### src/hw/rtl/bcf_root.sv
`timescale 1ns / 1ps
module bcf_root #(
  parameter int VW = 30,
  localparam int NI = (VW + 1) / 2,
  localparam int PW = 2 * NI,
  localparam int CW = $clog2(NI + 1)
) (
  input  logic          clk,
  input  logic          rst_n,
  input  logic          start,
  input  logic [VW-1:0] value,
  output logic          done,
  output logic [NI:0]   root
);

  logic [PW-1:0] val_r;
  logic [NI+1:0] rem_r;
  logic [NI-1:0] q_r;
  logic [CW-1:0] cnt_r;
  logic          busy_r;
  logic          done_r;
  logic [NI+2:0] rem_sh;
  logic [NI+2:0] trial;

  // remainder never exceeds twice the partial root, so its top bit stays clear
  assign rem_sh = {rem_r[NI:0], val_r[PW-1 -: 2]};
  assign trial  = {1'b0, q_r, 2'b01};

  always_ff @(posedge clk) begin
    if (!rst_n) begin
      busy_r <= 1'b0;
      done_r <= 1'b0;
    end else begin
      done_r <= 1'b0;
      if (start) begin
        busy_r <= 1'b1;
        cnt_r  <= '0;
        val_r  <= PW'(value);
        rem_r  <= '0;
        q_r    <= '0;
      end else if (busy_r) begin
        val_r <= val_r << 2;
        if (rem_sh >= trial) begin
          rem_r <= (NI+2)'(rem_sh - trial);
          q_r   <= {q_r[NI-2:0], 1'b1};
        end else begin
          rem_r <= (NI+2)'(rem_sh);
          q_r   <= {q_r[NI-2:0], 1'b0};
        end
        cnt_r <= cnt_r + 1'b1;
        if (cnt_r == CW'(NI - 1)) begin
          busy_r <= 1'b0;
          done_r <= 1'b1;
        end
      end
    end
  end

  // round to nearest: remainder above the root means the upper neighbor is closer
  assign done = done_r;
  assign root = (rem_r > (NI+2)'(q_r)) ? ((NI+1)'(q_r) + 1'b1) : (NI+1)'(q_r);

endmodule
### config.mk
export PLATFORM = sky130hd
export DESIGN_NAME = bcf_root
export DESIGN_NICKNAME = d
export VERILOG_FILES = /design/src/hw/rtl/bcf_root.sv
export SDC_FILE = /design/constraint.sdc
export NUM_CORES = 1
export LEC_CHECK = 0
export BUFFER_PORTS_ARGS = -buffer_cell sky130_fd_sc_hd__buf_2
export CAP_MARGIN = 20
export CORE_ASPECT_RATIO = 0.8
export CORE_UTILIZATION = 40
export CTS_CLUSTER_DIAMETER = 80
export DETAILED_ROUTE_END_ITERATION = 10
export SETUP_SLACK_MARGIN = 0.5
export SYNTH_ARGS = -nofsm -noshare
export SYNTH_HDL_FRONTEND = slang
export SYNTH_SLANG_ARGS = --single-unit
### constraint.sdc
create_clock -name clk -period 3.7 [get_ports clk]
set_clock_uncertainty 0.1 [all_clocks]
set_input_delay 1.11 -clock clk [delete_from_list [all_inputs] [get_ports clk]]
set_output_delay 1.11 -clock clk [all_outputs]
set_load 0.01 [all_outputs]
## After elaboration in Yosys (flattened, before gate mapping)

Index checks and enable logic that the tools add are counted.

| operators by class | value |
|---|---|
| add/subtract/negate cells | 3 |
| order comparisons | 2 |
| equality and inequality tests | 1 |
| muxes and demuxes | 12 |
| bitwise logic cells | 2 |
| reductions and logical operators | 3 |

Operators with widths:

| cell | number |
|---|---|
| 2-to-1 mux 30 bit | 2 |
| 2-to-1 mux 17 bit | 2 |
| greater-or-equal comparator 18 x 17 -> 1 bit | 1 |
| greater-than comparator 17 x 15 -> 1 bit | 1 |
| subtractor 17 bit | 1 |
| adder 15 x 1 -> 16 bit (second input constant) | 1 |
| 2-to-1 mux 16 bit | 1 |
| 2-to-1 mux 15 bit | 1 |
| 2-to-1 mux 1 bit | 5 |
| adder 4 x 1 -> 4 bit (second input constant) | 1 |
| == test 4 bit (second input constant) | 1 |
| 2-to-1 mux 4 bit | 1 |
| OR reduction 3 bit | 1 |
| NOT 1 bit | 2 |
| AND reduction 2 bit | 1 |
| nonzero test 2 bit | 1 |

| word-level totals | value |
|---|---|
| register bits | 68 |
| bits of input ports | 33 |
| output and inout bits | 17 |
| logic and storage cells | 29 |

## Logic depth before layout (Yosys ltp)

| logic depth | value |
|---|---|
| word-level depth | 4 |
| depth in mapped cells | 11 |
| gate-level depth less buffers | 9 |

## Least setup slack after synthesis

OpenSTA, ideal clock, no wires.

| path | value |
|---|---|
| path type | register -> output |
| start | reg q_r[3] |
| end | out root[13] |
| arrival time | 2,263 ps |
| data required time | 2,490 ps |
| slack | 227 ps |
| stages on the path, launching flop included | 11 |
| path buffers | 2 |
| cell sequence | edfxtp_1 > inv_1 > ha_1 > clkdlybuf4s15_2 > nand4_1 > or4_4 > nor2_4 > or4_1 > buf_2 > nor4_1 > xnor2_1 |

| between the ends | value |
|---|---|
| longest elaborated chain between the ends | 2 |
| elaborated cells between the ends (all ways) | 3 |
| those cells by class | add/sub: 1; order compare: 1; mux: 1 |

Ends and longest elaborated chain:

| element | RTL line | text |
|---|---|---|
| start, declared | 18 | `logic [NI-1:0] q_r;` |
| start signal, assigned | 45 | `q_r <= {q_r[NI-2:0], 1'b1};` |
| start signal, assigned | 48 | `q_r <= {q_r[NI-2:0], 1'b0};` |
| adder 15 x 1 -> 16 bit or greater-than comparator 17 x 15 -> 1 bit (tied branches) | 61 | `assign root = (rem_r > (NI+2)'(q_r)) ? ((NI+1)'(q_r) + 1'b1) : (NI+1)'(q_r);` |
| 2-to-1 mux 16 bit * | 61 |  |
| end, declared | 13 | `output logic [NI:0] root` |

Every way passes the cells marked *; elsewhere a longest branch is shown, timed or not.

## Worst setup path in the final report

| path | value |
|---|---|
| start | reg rem_r[12] |
| end | out root[14] |

| between the ends | value |
|---|---|
| longest elaborated chain between the ends | 2 |

Ends and longest elaborated chain:

| element | RTL line | text |
|---|---|---|
| start, declared | 17 | `logic [NI+1:0] rem_r;` |
| start signal, assigned | 44 | `rem_r <= (NI+2)'(rem_sh - trial);` |
| start signal, assigned | 47 | `rem_r <= (NI+2)'(rem_sh);` |
| greater-than comparator 17 x 15 -> 1 bit | 61 |  |
| 2-to-1 mux 16 bit | 61 |  |

Every way passes these cells.

==> impl_metrics.yaml <==
clocking:
  clock_latency_ns: 0.34
  cts_sinks: 68
  ctsHoldBuffers: 0
  cts_tree: "done"
  clockRootBuffer: "clkbuf_16"
  cts.clk_slew.worst_paths_ns: 0.05
  cts_buffer_depth: 2
  cts_htree_levels: 3
  cts_buffers: 9
final_layout:
  fin_area_um2: 5718
  fillers: 910
  n_antenna_cell: 0
  final_cells: 634
  finish.utilization_pct: 54.95
  drive_gt1_share_pct: 45.14
  multi_input_area_um2: 2367
  regArea_um2: 2022
  syn2layout_area_growth_pct: 32.00
  nets: 543
synthesis:
  yosys_warnings: 0
  synth.cell_area_um2: 4332
  synthCells: 387
  synth.avg_cell_area_um2: 11.19
  synth_area_leaders: "edfxtp_1, mux2_2, ha_1, nor2_1, xnor2_1"
  synthArstFlopShare_pct: 0
  synth_edf_count: 66
  ys_seq_elements: 68
  synth_cell_type_count: 61
  synth-main-ff-cell: "edfxtp_1"
  synth_nets: 441
  synth.top_cell.area_share_pct: 45.75
  ys_seq_area_share_pct: 46.68
  yosysTopAreaCell: "edfxtp_1"
hold_path:
  hold_class: "reg2reg"
detailed_routing:
  drt_iter0_markers: 213
  finalWirelength_um: 10260
  drc_errors: 0
  wire_per_inst_um: 16.19
  drtPass1Iterations: 5
  via_per_inst: 5.320
  via_count: 3373
  ant_nets: 0
critical_path:
  reg2regPathDepth: 10
  setup.worst_path.class: "reg2out"
  worst_setup_path_start_kind: "flip-flop"
  rr_endpoint: "rem_r[16]"
  end_kind: "output pin"
  cp-endpoint: "root[14]"
  r2r_start: "q_r[13]"
  cp_max_fo: 5
  reg2reg_slack_ns: 0.80
  cp.arrival_ns: 2.59
  critPathLaunch: "rem_r[12]"
  worstPathRequired_ns: 2.49
power_and_ir_drop:
  ir_drop_uv: 361.7
  total_power_mw: 2.515
  power_density_nw_per_um2: 439.9
  p_leak_nw: 2.221
timing:
  period_share_pct: 102.6
  fin_hold_ws_ns: 0.3875
  setup_tns_ns: -0.7222
  finalCriticalPeriod_ns: 3.797
  slew_headroom_pct: 65.49
  maxSlewViolCount: 0
  layout_setup_ws_ns: -0.09660
  finalSetupViolCount: 14
  worst_slew_pin_slew_ns: 0.5161
  max_freq_mhz: 263.4
  hold_viol: 0
  rsz0062_at_grt: "true"
place:
  hpwl_um: 6785
  dpl_cell_area_um2: 4768
  io_buffers: 49
  pre_cts_ws_ns: 0.04684
  gp_congestion: 0.8448
  dpl.cell_count: 580
die:
  ios: 50
  die_h_um: 95.08
  initial_utilization_pct: 41.63
  dieArea_um2: 11250
  core-area_um2: 10410
  die_w_um: 118.3
  core.rowCount: 33
global_route:
  grt_max_degree: 68
  gr-usage-all-layers_pct: 19.57
  grt_pass1_vias: 3340
  antenna_found_initial: 0
  grt_overflow: 0
  grt_pass1_wl_um: 16860
outcome:
  violations: "negative setup slack"
  status: "finished with violations"
run:
  maxCapViolCount: 0
==> worst max-delay path, stage by stage, from the launching register on <==
cell and delay, ns:
edfxtp_1 0.45, ha_4 0.32, nand4_1 0.11, or4_4 0.57, nor2_4 0.15, buf_8 0.16, buf_12 0.12, nor4_2 0.04
xnor2_1 0.18, buf_2 0.16
==> cell families (layout without fill, tap and decap cells) <==
family / count (synthesis) / in the layout / synth area share, %
xor+xnor: 30 / 30 / 6.066
simple gates: 119 / 119 / 14.13
mux: 35 / 35 / 8.925
compound gates: 68 / 68 / 11.27
flops: 68 / 68 / 46.68
buf+inv: 46 / 153 / 6.875
fa+ha+maj: 21 / 21 / 6.066
==> metal layers <==
layer / share of wire, % / vias up / global-route usage (%) / wire length [um]
met5: 0 / - / 0 / 0
met4: 2.2 / 0 / 7.265 / 223
met3: 5.4 / 23 / 4.844 / 557
met2: 47 / 105 / 32.21 / 4794
met1: 46 / 1630 / 25.14 / 4688
li1: - / 1615 / - / -
==> state kept, by name, summed over array words and instances, names as in the netlist <==
register and cells:
rem_r 17, busy_r 1, q_r 15, cnt_r 4, val_r 30, done 1
==> worst min-delay path by stage <==
stage | to | startpoint | slack (ns) | cells past startpoint
6_report | done | busy_r | 0.39 | 1
5_1_grt | done | busy_r | 0.41 | 1
4_1_cts | done | busy_r | 0.39 | 1
3_5_place_dp | done | busy_r | 0.39 | 1
3_3_place_gp | done | busy_r | 0.37 | 1
2_1_floorplan | done | busy_r | 0.35 | 1
==> report_power, final <==
group | total [mW] | switching [mW] | internal, mW
clock network | 0.844 | 0.325 | 0.519
logic | 0.712 | 0.374 | 0.339
registers | 0.959 | 0.0352 | 0.924
total | 2.52 | 0.734 | 1.78
==> cell usage in the layout, fill, tap and decap left out, types with 10 or more instances in the layout <==
cell type / synthesis / layout
nor2_1: 50 / 47
edfxtp_1: 66 / 66
inv_1: 24 / 11
a21oi_1: 21 / 17
ha_4: 0 / 13
xnor2_1: 20 / 18
inv_2: 0 / 13
nand2_1: 15 / 15
o21ai_0: 13 / 10
buf_4: 0 / 56
buf_2: 3 / 48
mux2_2: 29 / 28
xor2_1: 10 / 10
==> cell usage after synthesis, types with 3 or more instances <==
cell      number
nand4_1        6
and2_1         3
nand2b_1       3
nor2_1        50
o21a_1         4
edfxtp_1      66
ha_1          21
nor4_1        10
mux2i_1        6
nor3_1         5
xnor2_1       20
a21oi_1       21
clkbuf_8       5
buf_6          6
a31oi_1        3
inv_1         24
a21o_1         4
mux2_2        29
xor2_1        10
o21ai_0       13
nand3_1        9
and4_1         3
a211oi_1       4
buf_2          3
clkbuf_1       4
nand2_1       15
==> final cells by class <==
| type | count | share of cell area [%] |
|---|---|---|
| Clock buffer | 11 | 4.070 |
| Clock inverter | 5 | 0.9190 |
| Inverter | 25 | 1.685 |
| Multi-Input combinational cell | 273 | 41.40 |
| Sequential cell | 68 | 35.36 |
| Tap cell | 140 | 3.063 |
| Timing Repair Buffer | 112 | 13.50 |
==> timing repair <==
item	CTS	global route
setup buffers	34	3
pin swaps	29	9
gates resized for setup	67	7
cloned	1	0
hold endpoints to repair	0	0
setup endpoints to repair	16	16
No activity file was read; power rests on OpenSTA's default activity.
